## src/sv/rcwl_pkg.sv

```systemverilog
// Package: shared constants, types and codes for the reset count wear-level log unit.
`timescale 1ns / 1ps
package rcwl_pkg;

    localparam int LOG_CELLS = 4096;
    localparam int ADDR_W    = $clog2(LOG_CELLS);
    localparam int DATA_W    = 8;
    localparam int TIME_W    = 32;
    localparam int MASK_W    = 7;
    localparam int REASON_W  = 3;
    localparam int CFG_IDX_W = 1;
    localparam int CFG_DAT_W = 32;

    localparam logic [DATA_W-1:0]    CELL_EMPTY    = 8'hFF;
    localparam logic [ADDR_W-1:0]    LAST_ADDR     = ADDR_W'(LOG_CELLS - 1);
    localparam logic [TIME_W-1:0]    TIMEOUT_RESET = 32'd10000;
    localparam logic [MASK_W-1:0]    MASK_RESET    = 7'd64;

    // Input action codes
    localparam logic ACT_BOOT = 1'b0;
    localparam logic ACT_TIME = 1'b1;

    // Configuration register indexes
    localparam logic [CFG_IDX_W-1:0] CFG_TIMEOUT = 1'b0;
    localparam logic [CFG_IDX_W-1:0] CFG_MASK    = 1'b1;

    typedef enum logic [2:0] {
        ST_CLEAR,
        ST_IDLE,
        ST_SCAN,
        ST_FLUSH,
        ST_DECIDE,
        ST_WRITE,
        ST_DONE
    } t_state;

    typedef struct packed {
        logic              we;
        logic [ADDR_W-1:0] addr;
        logic [DATA_W-1:0] wdata;
    } t_mem_req;

endpackage

```

## src/sv/rcwl_ctrl.sv

```systemverilog
// Sequencer: config registers, clearing pass, log scan and rewrite, result capture.
`timescale 1ns / 1ps
module rcwl_ctrl (
    input  logic                          i_clk,
    input  logic                          i_rst_n,
    input  logic                          start,
    input  logic                          i_action,
    input  logic [rcwl_pkg::REASON_W-1:0] i_reset_reason,
    input  logic [rcwl_pkg::TIME_W-1:0]   i_now_ms,
    input  logic                          i_cfg_we,
    input  logic [rcwl_pkg::CFG_IDX_W-1:0] i_cfg_idx,
    input  logic [rcwl_pkg::CFG_DAT_W-1:0] i_cfg_wdata,
    input  logic [rcwl_pkg::DATA_W-1:0]   i_rdata,
    output rcwl_pkg::t_mem_req            o_req,
    output logic                          busy,
    output logic                          o_valid,
    output logic [rcwl_pkg::DATA_W-1:0]   o_reset_count,
    output logic                          o_reset_was_counted,
    output logic                          o_still_monitoring
);
    import rcwl_pkg::*;

    t_state            r_state, n_state;
    logic [ADDR_W-1:0] r_addr;
    logic              r_rd_vld;
    logic [ADDR_W-1:0] r_rd_addr;
    logic [1:0]        r_occ;
    logic [ADDR_W-1:0] r_first;
    logic [DATA_W-1:0] r_val;
    logic              r_is_boot;
    logic              r_count_op;
    logic [DATA_W-1:0] r_wr_val;
    logic [ADDR_W-1:0] r_target;
    logic [DATA_W-1:0] r_res_count;
    logic              r_res_counted;
    logic              r_res_mon;
    logic              r_waiting;
    logic              r_reason_cnt;
    logic [TIME_W-1:0] r_timeout;
    logic [MASK_W-1:0] r_mask;

    logic              accept;
    logic              last_addr;
    logic              reason_hit;
    logic              timed_out;
    logic [MASK_W:0]   mask_ext;
    logic [DATA_W-1:0] scan_cnt;

    assign accept     = start && (r_state == ST_IDLE);
    assign last_addr  = (r_addr == LAST_ADDR);
    // Code seven has no mask bit and never counts
    assign mask_ext   = {1'b0, r_mask};
    assign reason_hit = mask_ext[i_reset_reason];
    assign timed_out  = r_waiting && r_reason_cnt && (i_now_ms > r_timeout);
    assign scan_cnt   = (r_occ == 2'd1) ? r_val : '0;

    always_ff @(posedge i_clk) begin
        if (!i_rst_n) begin
            r_state <= ST_CLEAR;
        end else begin
            r_state <= n_state;
        end
    end

    always_comb begin
        n_state     = r_state;
        o_req.we    = 1'b0;
        o_req.addr  = r_addr;
        o_req.wdata = CELL_EMPTY;
        unique case (r_state)
            ST_CLEAR: begin
                o_req.we = 1'b1;
                if (last_addr) begin
                    n_state = ST_IDLE;
                end
            end
            ST_IDLE: begin
                if (start) begin
                    if (i_action == ACT_BOOT || timed_out) begin
                        n_state = ST_SCAN;
                    end else begin
                        n_state = ST_DONE;
                    end
                end
            end
            ST_SCAN: begin
                if (last_addr) begin
                    n_state = ST_FLUSH;
                end
            end
            ST_FLUSH: begin
                n_state = ST_DECIDE;
            end
            ST_DECIDE: begin
                // time checks only scan when they reset the stored count to zero
                if (!r_is_boot || r_count_op) begin
                    n_state = ST_WRITE;
                end else begin
                    n_state = ST_DONE;
                end
            end
            ST_WRITE: begin
                o_req.we    = 1'b1;
                o_req.wdata = (r_addr == r_target) ? r_wr_val : CELL_EMPTY;
                if (last_addr) begin
                    n_state = ST_DONE;
                end
            end
            ST_DONE: begin
                n_state = ST_IDLE;
            end
            default: begin
                n_state = ST_IDLE;
            end
        endcase
    end

    // Address sweep and read pipeline
    always_ff @(posedge i_clk) begin
        if (!i_rst_n) begin
            r_addr   <= '0;
            r_rd_vld <= 1'b0;
        end else begin
            r_rd_vld <= (r_state == ST_SCAN);
            if (r_state == ST_CLEAR || r_state == ST_SCAN || r_state == ST_WRITE) begin
                r_addr <= last_addr ? '0 : r_addr + 1'b1;
            end
        end
    end

    always_ff @(posedge i_clk) begin
        r_rd_addr <= r_addr;
        if (accept) begin
            r_occ <= 2'd0;
        end else if (r_rd_vld && i_rdata != CELL_EMPTY) begin
            if (r_occ == 2'd0) begin
                r_first <= r_rd_addr;
            end
            // saturate: two or more occupied cells read as count zero
            r_occ <= (r_occ == 2'd2) ? 2'd2 : r_occ + 2'd1;
            r_val <= i_rdata;
        end
    end

    // Transaction capture and result
    always_ff @(posedge i_clk) begin
        if (accept) begin
            r_is_boot     <= (i_action == ACT_BOOT);
            r_count_op    <= reason_hit;
            r_res_count   <= '0;
            r_res_counted <= (i_action == ACT_BOOT) && reason_hit;
            r_res_mon     <= (i_action == ACT_TIME) && r_waiting && r_reason_cnt;
        end
        if (r_state == ST_DECIDE) begin
            r_wr_val <= r_is_boot ? scan_cnt + 1'b1 : '0;
            r_target <= (r_occ == 2'd0 || r_first == LAST_ADDR) ? '0 : r_first + 1'b1;
            if (r_is_boot) begin
                r_res_count <= r_count_op ? scan_cnt + 1'b1 : scan_cnt;
            end
        end
    end

    // Monitoring flags and config registers
    always_ff @(posedge i_clk) begin
        if (!i_rst_n) begin
            r_waiting    <= 1'b0;
            r_reason_cnt <= 1'b0;
            r_timeout    <= TIMEOUT_RESET;
            r_mask       <= MASK_RESET;
        end else begin
            if (accept) begin
                if (i_action == ACT_BOOT) begin
                    r_waiting    <= 1'b1;
                    r_reason_cnt <= reason_hit;
                end else if (timed_out) begin
                    r_waiting <= 1'b0;
                end
            end
            if (i_cfg_we) begin
                unique case (i_cfg_idx)
                    CFG_TIMEOUT: r_timeout <= i_cfg_wdata[TIME_W-1:0];
                    CFG_MASK:    r_mask    <= i_cfg_wdata[MASK_W-1:0];
                    default:     ;
                endcase
            end
        end
    end

    assign busy                = (r_state != ST_IDLE);
    assign o_valid             = (r_state == ST_DONE);
    assign o_reset_count       = r_res_count;
    assign o_reset_was_counted = r_res_counted;
    assign o_still_monitoring  = r_res_mon;

    a_no_write_in_scan: assert property (@(posedge i_clk) disable iff (!i_rst_n)
        (r_state == ST_SCAN || r_state == ST_FLUSH) |-> !o_req.we)
        else $error("log written during scan");

    a_strobe_single: assert property (@(posedge i_clk) disable iff (!i_rst_n)
        o_valid |=> !o_valid)
        else $error("result strobe longer than one cycle");

    a_accept_busy: assert property (@(posedge i_clk) disable iff (!i_rst_n)
        (start && !busy) |=> busy)
        else $error("accepted transaction did not raise busy");

    a_occ_range: assert property (@(posedge i_clk) disable iff (!i_rst_n)
        (r_state == ST_DECIDE) |-> (r_occ != 2'd3))
        else $error("occupied count out of range");

endmodule

```

## config.mk

```make
export PLATFORM = sky130hd
export DESIGN_NAME = rcwl_ctrl
export DESIGN_NICKNAME = d
export VERILOG_FILES = /design/src/sv/rcwl_pkg.sv /design/src/sv/rcwl_ctrl.sv
export SDC_FILE = /design/constraint.sdc
export NUM_CORES = 1
export LEC_CHECK = 0
export BUFFER_PORTS_ARGS = -buffer_cell sky130_fd_sc_hd__buf_2
export CAP_MARGIN = 5
export CORE_MARGIN = 1
export CORE_UTILIZATION = 40
export CTS_BUF_LIST = sky130_fd_sc_hd__clkbuf_2
export DETAILED_ROUTE_END_ITERATION = 6
export GPL_ROUTABILITY_DRIVEN = 0
export PLACE_DENSITY = 0.66
export SLEW_MARGIN = 40
export SYNTH_ARGS = -nofsm -noshare
export SYNTH_HDL_FRONTEND = slang
export SYNTH_SLANG_ARGS = --single-unit
export TNS_END_PERCENT = 10
```

## constraint.sdc

```tcl
create_clock -name i_clk -period 6.74 [get_ports i_clk]
set_clock_uncertainty 0.1 [all_clocks]
set_input_delay 0.674 -clock i_clk [delete_from_list [all_inputs] [get_ports i_clk]]
set_output_delay 0.674 -clock i_clk [all_outputs]
set_load 0.03 [all_outputs]
```

==> flow_summary.json, run 1 <==
{
  "ant_nets": 0,
  "tightest_slew_ns": 0.692,
  "root_buffer": "clkbuf_2",
  "hold_path.class": "in2reg",
  "end_kind": "output pin",
  "drv_slew": 0,
  "netlist.area_leader.share_pct": 26.8,
  "ys_seq_area_share_pct": 49.2,
  "ys_types": 52,
  "path_cells": "xor2_1 -> nor4_1 -> nand4_1 -> or2_2 -> buf_2",
  "dr_total_vias": 4608,
  "die_h_um": 123,
  "synth_cells": 611,
  "ios": 114,
  "rows": 44,
  "core-area_sq_um": 14500,
  "gr-usage-met1_pct": 21.5,
  "antenna_cells": 0,
  "p_seq_share_pct": 53.1,
  "cp.arrival_ns": 2.39,
  "setup_viol": 0,
  "hpwl_mm": 9.95,
  "power_switching_w": 0.000421,
  "grtUsageMet3_pct": 6.23,
  "slowest_stage": "dfxtp_1",
  "post-route-period-util_pct": 46.9,
  "ff2ff_setup_slack_ns": 4.12,
  "synthToLayoutAreaGrowth_pct": 16.8,
  "setup_slack_ns": 3.58,
  "place_ws_ns": 4.03,
  "nets": 841,
  "fmax_mhz": 316,
  "postCtsSetupBuffers": 0,
  "yosys.area.top_type": "dfxtp_1",
  "r2r-start": "r_state[1]$_SDFFE_PN0P_",
  "dieArea_sq_um": 15200,
  "synthFlopType": "dfxtp_1",
  "wl_per_cell_um": 14.2,
  "synth_nets": 729,
  "ys_seq_elements": 123,
  "max-cap-violations": 0,
  "critPathMaxStageDelay_ns": 0.54,
  "gr-total-overflow": 0,
  "h-tree-depth": 4,
  "hold_end": "r_val[0]$_DFFE_PP_",
  "first_iter_violations": 289,
  "p_int_w": 0.00115,
  "via_per_inst": 5.01,
  "post-route-drc-count": 0,
  "synth-async-reset-ratio_pct": 0,
  "worstPathRequired_ns": 5.97,
  "clkPwrFrac_pct": 32.4,
  "power.density_nw_per_um2": 228,
  "path_max_fanout": 8,
  "rsz0062_at_grt": "no",
  "yosysMostFrequentCell": "nand2_1",
  "drive_gt1_share_pct": 22.1,
  "initial_core_util_pct": 40.7,
  "port_buffers": 113,
  "grtUsageMet2_pct": 31.7,
  "setup_tns_ns": 0,
  "min_from": "i_rdata[0]",
  "comb_power_share_pct": 14.5,
  "antenna_found_initial": 0,
  "post_synth_most_frequent_cells": "nand2_1 (106), dfxtp_1 (79), edfxtp_1 (44), nor2_1 (38)",
  "n_fill_cell": 1394,
  "grt_max_degree": 55,
  "finalCriticalPeriod_ns": 3.16,
  "yosysWarnings": 0,
  "rr_endpoint": "r_first[0]$_DFFE_PP_",
  "cts_buffers": 17,
  "worstHoldPathCells": 1,
  "cts_resized": 0,
  "r2r_cells": 4,
  "ir_drop_mv": 0.160,
  "netlist_area_sq_um": 5900,
  "run_status": "finished, final reports clean",
  "cts_tree": "yes",
  "path_clk_slew_ns": 0.18,
  "avgSynthCellArea_sq_um": 9.65,
  "clk_path_buf_depth": 2,
  "ctsHoldBuffers": 0,
  "grt_pass1_wl_mm": 21.1,
  "grt_usage_pct": 18.4,
  "crit_type": "reg2out",
  "first_pass_iters": 6,
  "finalHoldViolCount": 0,
  "busiest_layer": "met2",
  "relSlewSlack_pct": 53.7,
  "grt_pass1_vias": 4458,
  "synthTopCellsByArea": "dfxtp_1 (27%), edfxtp_1 (22%), ha_1 (7.9%), nand2_1 (6.7%), a21boi_0 (4.2%)",
  "clock_latency_ns": 0.65,
  "synth_edf_count": 44,
  "clock_sinks": 123,
  "die_x_um": 123,
  "swShare_pct": 26.8,
  "drt_wl_total_mm": 13.1,
  "p_leak_nw": 2.79,
  "startpoint_type": "register"
}
## cell type report
type	instances	area, sq um	share of cell area, %
sequential	123	2900	42.1
multi-input combinational	429	2770	40.3
timing repair buffer	115	583	8.47
tap	184	230	3.34
clock inverter	9	145	2.11
inverter	37	139	2.02
clock buffer	23	115	1.67
## layer usage
layer	wire length, um	vias up	share of wire [%]
met2	6360	109	49
met3	780	8	6.0
met5	0	-	0
met1	5800	2153	44
met4	130	0	0.99
li1	-	2338	-
## how the worst max path moves through the flow
stage                                to  cells after the start  slack [ns]                    start
2_1_floorplan  o_reset_count[5]$_DFF_P_                      5        3.78  r_state[2]$_SDFFE_PN0P_
3_3_place_gp       r_first[3]$_DFFE_PP_                      4        4.12                    start
3_5_place_dp       r_first[0]$_DFFE_PP_                      4        4.03                    start
4_1_cts                        o_req[7]                      5        3.43   r_addr[1]$_SDFFE_PN0P_
5_1_grt                        o_req[2]                      5        3.28   r_addr[4]$_SDFFE_PN0P_
6_report                       o_req[7]                      5        3.58   r_addr[4]$_SDFFE_PN0P_
## kinds of logic after synthesis
family,count (synthesis),share of synthesized area (%)
AO/OA/AOI/OAI,91,10.6
XOR/XNOR,42,6.24
adder cells (fa/ha/maj),37,7.85
buffers and inverters,59,3.93
flip-flops,123,49.2
multiplexers,9,1.74
AND/OR/NAND/NOR,250,20.5
## flip-flops by register name, summed over array words and instances (netlist names)
name and flops:
r_addr 12, o_reset_count 8, r_rd_vld 1, r_is_boot 1, r_reason_cnt 1, r_occ 2, r_wr_val 8, o_reset_was_counted 1
r_state 3, r_rd_addr 12, r_waiting 1, r_target 12, o_still_monitoring 1, r_mask 7, r_val 8, r_first 12
r_timeout 32, r_count_op 1
## through the flow
stage	utilization [%]	cells	hold WS, ns	total power [W]	instance area, sq um
3_5_place_dp	45.8	888	0.290	0.00108	6630
3_3_place_gp	45.7	888	0.289	0.00107	6620
5_1_grt	47.6	920	0.00164	0.00166	6890
4_1_cts	47.6	920	0.0108	0.00159	6890
6_report	47.6	920	0.0964	0.00157	6890
2_1_floorplan	-	611	0.286	0.000998	5900
## cell usage in the layout (no fill, tap or decap), types with 7 or more instances in the layout
| cell type | instances |
|---|---|
| xnor2_1 | 17 |
| nor2_1 | 38 |
| clkbuf_2 | 23 |
| nand3_1 | 23 |
| a21oi_1 | 14 |
| and2_1 | 16 |
| dfxtp_1 | 79 |
| or2_2 | 7 |
| o21ai_0 | 17 |
| nor2b_1 | 8 |
| nand2_1 | 106 |
| xor2_1 | 25 |
| ha_1 | 37 |
| buf_2 | 112 |
| a21boi_0 | 33 |
| mux2i_1 | 8 |
| nand4_1 | 19 |
| edfxtp_1 | 44 |
| inv_1 | 37 |
| o211ai_1 | 7 |
## worst max-delay path, delay by kind of cell (launching register included)
| kind | cells | cell delay [ns] |
|---|---|---|
| xor+xnor | 1 | 0.12 |
| buf+inv | 1 | 0.18 |
| flops | 1 | 0.54 |
| simple gates | 3 | 0.91 |
## power groups by stage
stage	Sequential, W	Clock [W]	Combinational (W)
2_1_floorplan	0.000858	0	0.000140
3_3_place_gp	0.000847	0	0.000222
3_5_place_dp	0.000849	0	0.000230
4_1_cts	0.000833	0.000525	0.000230
5_1_grt	0.000838	0.000559	0.000260
6_report	0.000833	0.000509	0.000228
(Power assumes the default switching activity.)
==> inputs of run 2 (changes only) <==
clock period = 3.25 ns   (was 6.74 ns; I/O delays follow)
==> run 2 against run 1 <==
Effect of this change: hold slack improved by 0.0065 ns; power up 100%; critical path depth increased by 1; critical path type unchanged; global-route usage grew 0.12 points; die area stayed put; count of clock-buffer cells in the layout shrank 6.
==> flow_summary.json, run 2 (synthesized netlist as in run 1, its figures left out) <==
{
  "regMostFlops": "r_timeout",
  "fmax_mhz": 346,
  "worstPathRequired_ns": 2.82,
  "relSlewSlack_pct": 61.5,
  "post-route-drc-count": 0,
  "ant_nets": 0,
  "most-common-layout-cells": "buf_2 (113), nand2_1 (106), dfxtp_1 (79)",
  "clk_path_buf_depth": 2,
  "via_per_inst": 4.85,
  "grt_max_degree": 40,
  "design_area_sq_um": 7360,
  "n_fill_cell": 1300,
  "drt_wl_total_mm": 13.1,
  "die_x_um": 123,
  "setup_viol": 0,
  "cp.arrival_ns": 2.46,
  "antenna_cells": 0,
  "hold_path.class": "in2reg",
  "clock_sinks": 123,
  "min_from": "i_reset_reason[2]",
  "initial_core_util_pct": 40.7,
  "grt_usage_pct": 18.5,
  "drv_slew": 0,
  "stdcell_count": 971,
  "cts_tree": "yes",
  "h-tree-depth": 4,
  "dp.cells": 891,
  "ir_drop_mv": 0.295,
  "rows": 44,
  "first_iter_violations": 229,
  "post-route-period-util_pct": 88.8,
  "cts_buffers": 17,
  "first_pass_iters": 4,
  "dr_total_vias": 4705,
  "multi_input_area_sq_um": 2770,
  "tightest_slew_ns": 0.577,
  "crit_path_start": "r_addr[11]$_SDFFE_PN0P_",
  "seqCellArea_sq_um": 2900,
  "finalCriticalPeriod_ns": 2.89,
  "largest_reg_flops": 32,
  "nets": 892,
  "root_buffer": "clkbuf_2",
  "grt_pass1_wl_mm": 21.6,
  "r2r-start": "r_timeout[14]$_SDFFE_PN0P_",
  "rsz0062_at_grt": "no",
  "post_dp_cell_area_sq_um": 6650,
  "p_leak_nw": 2.98,
  "run_status": "finished, final reports clean",
  "synthToLayoutAreaGrowth_pct": 24.8,
  "grt_pass1_vias": 4693,
  "power.density_nw_per_um2": 435,
  "final_common_cell": "buf_2",
  "drive_gt1_share_pct": 21.3,
  "end_kind": "output pin",
  "clock_latency_ns": 0.67,
  "hpwl_mm": 9.52,
  "setup_tns_ns": 0,
  "dieArea_sq_um": 15200,
  "path_clk_slew_ns": 0.18,
  "ff2ff_setup_slack_ns": 0.67,
  "cts_resized": 0,
  "path_max_fanout": 8,
  "antenna_found_initial": 0,
  "max-cap-violations": 0,
  "startpoint_type": "register",
  "ios": 114,
  "finalHoldViolCount": 0,
  "wl_per_cell_um": 13.5,
  "gr-total-overflow": 0,
  "crit_type": "reg2out",
  "port_buffers": 113,
  "core-area_sq_um": 14500,
  "die_h_um": 123
}
run 2: area by class of cell:
cell class / count / share of cell area [%]
multi-input cells: 429 / 37.7
flip-flops and latches: 123 / 39.4
clock inverters: 15 / 2.01
well taps: 184 / 3.13
inverters: 37 / 1.89
repair buffers: 166 / 14.7
clock buffers: 17 / 1.16
run 2: timing repair:
action | 4_1_cts | 5_1_grt
buffers inserted | 0 | 0
endpoints found under the hold margin | 64 | 0
hold buffers | 48 | 0
run 2: routing by layer:
metal	wire length, um	global-route usage, %
met4	179	5.95
met1	6090	23.2
met2	6170	30.4
met3	691	5.49
met5	0	0
run 2: path summary, 6_finish.rpt:
check / endpoint / cells after the start
worst min-delay path: r_count_op$_DFFE_PP_ / 3
worst max-delay path: o_req[7] / 6
worst min register to register: r_first[0]$_DFFE_PP_ / 0
worst max register to register: r_state[2]$_SDFFE_PN0P_ / 8
run 2: power by group:
group / internal (W) / switching [W] / total (W) / leakage, nW
Sequential: 0.00167 / 0.0000450 / 0.00172 / 1.04
Combinational: 0.000234 / 0.000301 / 0.000535 / 1.80
Clock: 0.000351 / 0.000597 / 0.000948 / 0.141
run 2: worst max-delay path: stages, from the launching register on:
cell     delay, ns
dfxtp_1       0.47
xnor2_1       0.16
nand4_1       0.13
nor4_1        0.18
nand4_1       0.31
or2_2         0.38
buf_2         0.18
run 2: per-stage QoR:
stage | worst slack (ns) | hold WS, ns | total power (W) | utilization [%]
4_1_cts | 0.236 | 0.0264 | 0.00324 | 50.8
5_1_grt | 0.0804 | 0.0441 | 0.00337 | 50.8
2_1_floorplan | 0.290 | 0.286 | 0.00207 | -
6_report | 0.364 | 0.103 | 0.00320 | 50.8
3_5_place_dp | 1.05 | 0.290 | 0.00224 | 45.9
3_3_place_gp | 1.07 | 0.287 | 0.00223 | 45.9
==> inputs of run 3 (changes only) <==
ABC_AREA = 1   (was unset)
==> run 3 against run 2 <==
Effect of this change: utilization grew 1.8 points; wire length is essentially flat; sequential share of layout area shrank 0.17 points; area after synthesis decreased by 1.5%; largest cell class unchanged; power up 18%; via count increased by 3.9%; first-iteration DRC count down 14%; count of clock-buffer cells in the layout is the same; sequential cell count is the same.
==> flow_summary.json, run 3 <==
{
  "path_cells": "xnor2_1 -> nand4_1 -> nor3_2 -> nand2_1 -> buf_2",
  "yosys.area.top_type": "dfxtp_1",
  "power.density_nw_per_um2": 511,
  "tightest_slew_ns": 0.804,
  "critical_path_buf_inv_count": 1,
  "post-route-util_pct": 52.7,
  "ios": 114,
  "initial_core_util_pct": 41.4,
  "root_buffer": "clkbuf_2",
  "netlist.area_leader.share_pct": 27.2,
  "netlist_area_sq_um": 5810,
  "synth_nets": 795,
  "ir_drop_mv": 0.359,
  "post_dp_cell_area_sq_um": 6540,
  "startpoint_type": "register",
  "slowest_stage": "dfxtp_1",
  "ys_seq_elements": 123,
  "clk_path_buf_depth": 2,
  "p_leak_nw": 3.29,
  "final_common_cell": "buf_2",
  "grt_pass1_wl_mm": 21.7,
  "end_kind": "output pin",
  "h-tree-depth": 4,
  "die_h_um": 123,
  "synthToLayoutAreaGrowth_pct": 27.3,
  "finalHoldViolCount": 0,
  "hpwl_mm": 9.11,
  "synth-async-reset-ratio_pct": 0,
  "first_iter_violations": 196,
  "ys_seq_area_share_pct": 50.0,
  "clock_sinks": 123,
  "worstPathRequired_ns": 2.82,
  "path_clk_slew_ns": 0.21,
  "ys_types": 39,
  "rsz0062_at_grt": "no",
  "ant_nets": 0,
  "crit_path_start": "r_addr[11]$_SDFFE_PN0P_",
  "postCtsSetupBuffers": 0,
  "via_per_inst": 4.67,
  "r2r-start": "r_occ[1]$_SDFFE_PP0P_",
  "ctsHoldBuffers": 58,
  "run_status": "finished, final reports clean",
  "grt_usage_pct": 18.7,
  "first_pass_iters": 5,
  "design_area_sq_um": 7390,
  "synth_edf_count": 44,
  "grt_max_degree": 54,
  "cts_tree": "yes",
  "post-route-drc-count": 0,
  "setup_tns_ns": 0,
  "yosysMostFrequentCell": "nand2_1",
  "max-cap-violations": 0,
  "regMostFlops": "r_timeout",
  "fmax_mhz": 376,
  "clock_latency_ns": 0.70,
  "yosysWarnings": 0,
  "setup_viol": 0,
  "synthFlopType": "dfxtp_1",
  "cts_buffers": 17,
  "cp.arrival_ns": 2.23,
  "grt_pass1_vias": 4713,
  "dieArea_sq_um": 15000,
  "largest_reg_flops": 32,
  "avgSynthCellArea_sq_um": 8.58,
  "wl_per_cell_um": 12.5,
  "post_synth_most_frequent_cells": "nand2_1 (106), inv_1 (93), dfxtp_1 (79), nor2_1 (78), a21oi_1 (64)",
  "drt_wl_total_mm": 13.1,
  "most-common-layout-cells": "buf_2 (113), nand2_1 (106), inv_1 (93)",
  "finalCriticalPeriod_ns": 2.66,
  "nets": 972,
  "stdcell_count": 1047,
  "drive_gt1_share_pct": 19.7,
  "power_w": 0.00378,
  "hold_path.class": "in2reg",
  "gr-total-overflow": 0,
  "synth_cells": 677,
  "path_max_fanout": 8,
  "post-route-period-util_pct": 81.8,
  "critPathMaxStageDelay_ns": 0.48,
  "dp.cells": 957,
  "dr_total_vias": 4888,
  "core-area_sq_um": 14000,
  "drv_slew": 0,
  "min_from": "i_cfg_idx",
  "critical-path-top-delay-family": "simple AND/OR/NAND/NOR gates",
  "crit_type": "reg2out",
  "synthTopCellsByArea": "dfxtp_1 (27%), edfxtp_1 (23%), ha_1 (8.0%), nand2_1 (6.8%), inv_1 (6.0%)",
  "die_x_um": 123,
  "relSlewSlack_pct": 46.4,
  "port_buffers": 113,
  "cts_resized": 0,
  "rows": 43,
  "antenna_cells": 0,
  "antenna_found_initial": 0
}
-- run 3: stage by stage --
step	setup WS [ns]	hold slack [ns]
2_1_floorplan	0.895	0.286
3_3_place_gp	1.00	0.286
3_5_place_dp	0.929	0.290
4_1_cts	0.252	0.0230
5_1_grt	0.345	0.0919
6_report	0.592	0.0960
-- run 3: power breakdown --
part	total [W]	leakage, nW	internal [W]	switching [W]
Clock	0.00104	0.159	0.000385	0.000656
Combinational	0.000889	2.07	0.000332	0.000557
Sequential	0.00185	1.06	0.00176	0.0000876
-- run 3: worst paths after layout --
kind	endpoint	slack [ns]	cells after the start
worst min register to register	r_first[8]$_DFFE_PP_	0.33	0
worst max-delay path	o_req[6]	0.59	5
worst min-delay path	r_mask[2]$_SDFFE_PN0P_	0.1	5
worst max register to register	o_reset_count[6]$_DFF_P_	1.02	11
-- run 3: area by class of cell --
cell class | count | area [sq um]
clock buffers | 17 | 85.1
repair buffers | 175 | 1180
clock inverters | 15 | 176
well taps | 180 | 225
flip-flops and latches | 123 | 2900
multi-input cells | 436 | 2450
fillers | 1312 | 6650
inverters | 101 | 382
-- run 3: cells by family after synthesis --
family | share of synthesized area (%)
AO/OA/AOI/OAI | 12.8
adder cells (fa/ha/maj) | 7.97
buffers and inverters | 8.08
AND/OR/NAND/NOR | 18.2
XOR/XNOR | 3.02
flip-flops | 50.0
-- run 3: layer usage --
| metal | vias up | GRT usage [%] | wire, um |
|---|---|---|---|
| met1 | 2167 | 22.3 | 5970 |
| met3 | 9 | 5.90 | 709 |
| met4 | 0 | 5.56 | 132 |
| met5 | - | 0 | 0 |
| li1 | 2592 | - | - |
| met2 | 120 | 32.2 | 6300 |
-- run 3: worst reg2reg max path, cell delays in order, from the launching register on --
cell and delay (ns):
dfxtp_1 0.34, inv_1 0.09, ha_1 0.32, nand2_1 0.13, inv_1 0.10, ha_1 0.14, inv_1 0.05, nor3_1 0.27
nand3_1 0.14, xnor2_1 0.19, nand2_1 0.07, a32o_1 0.20
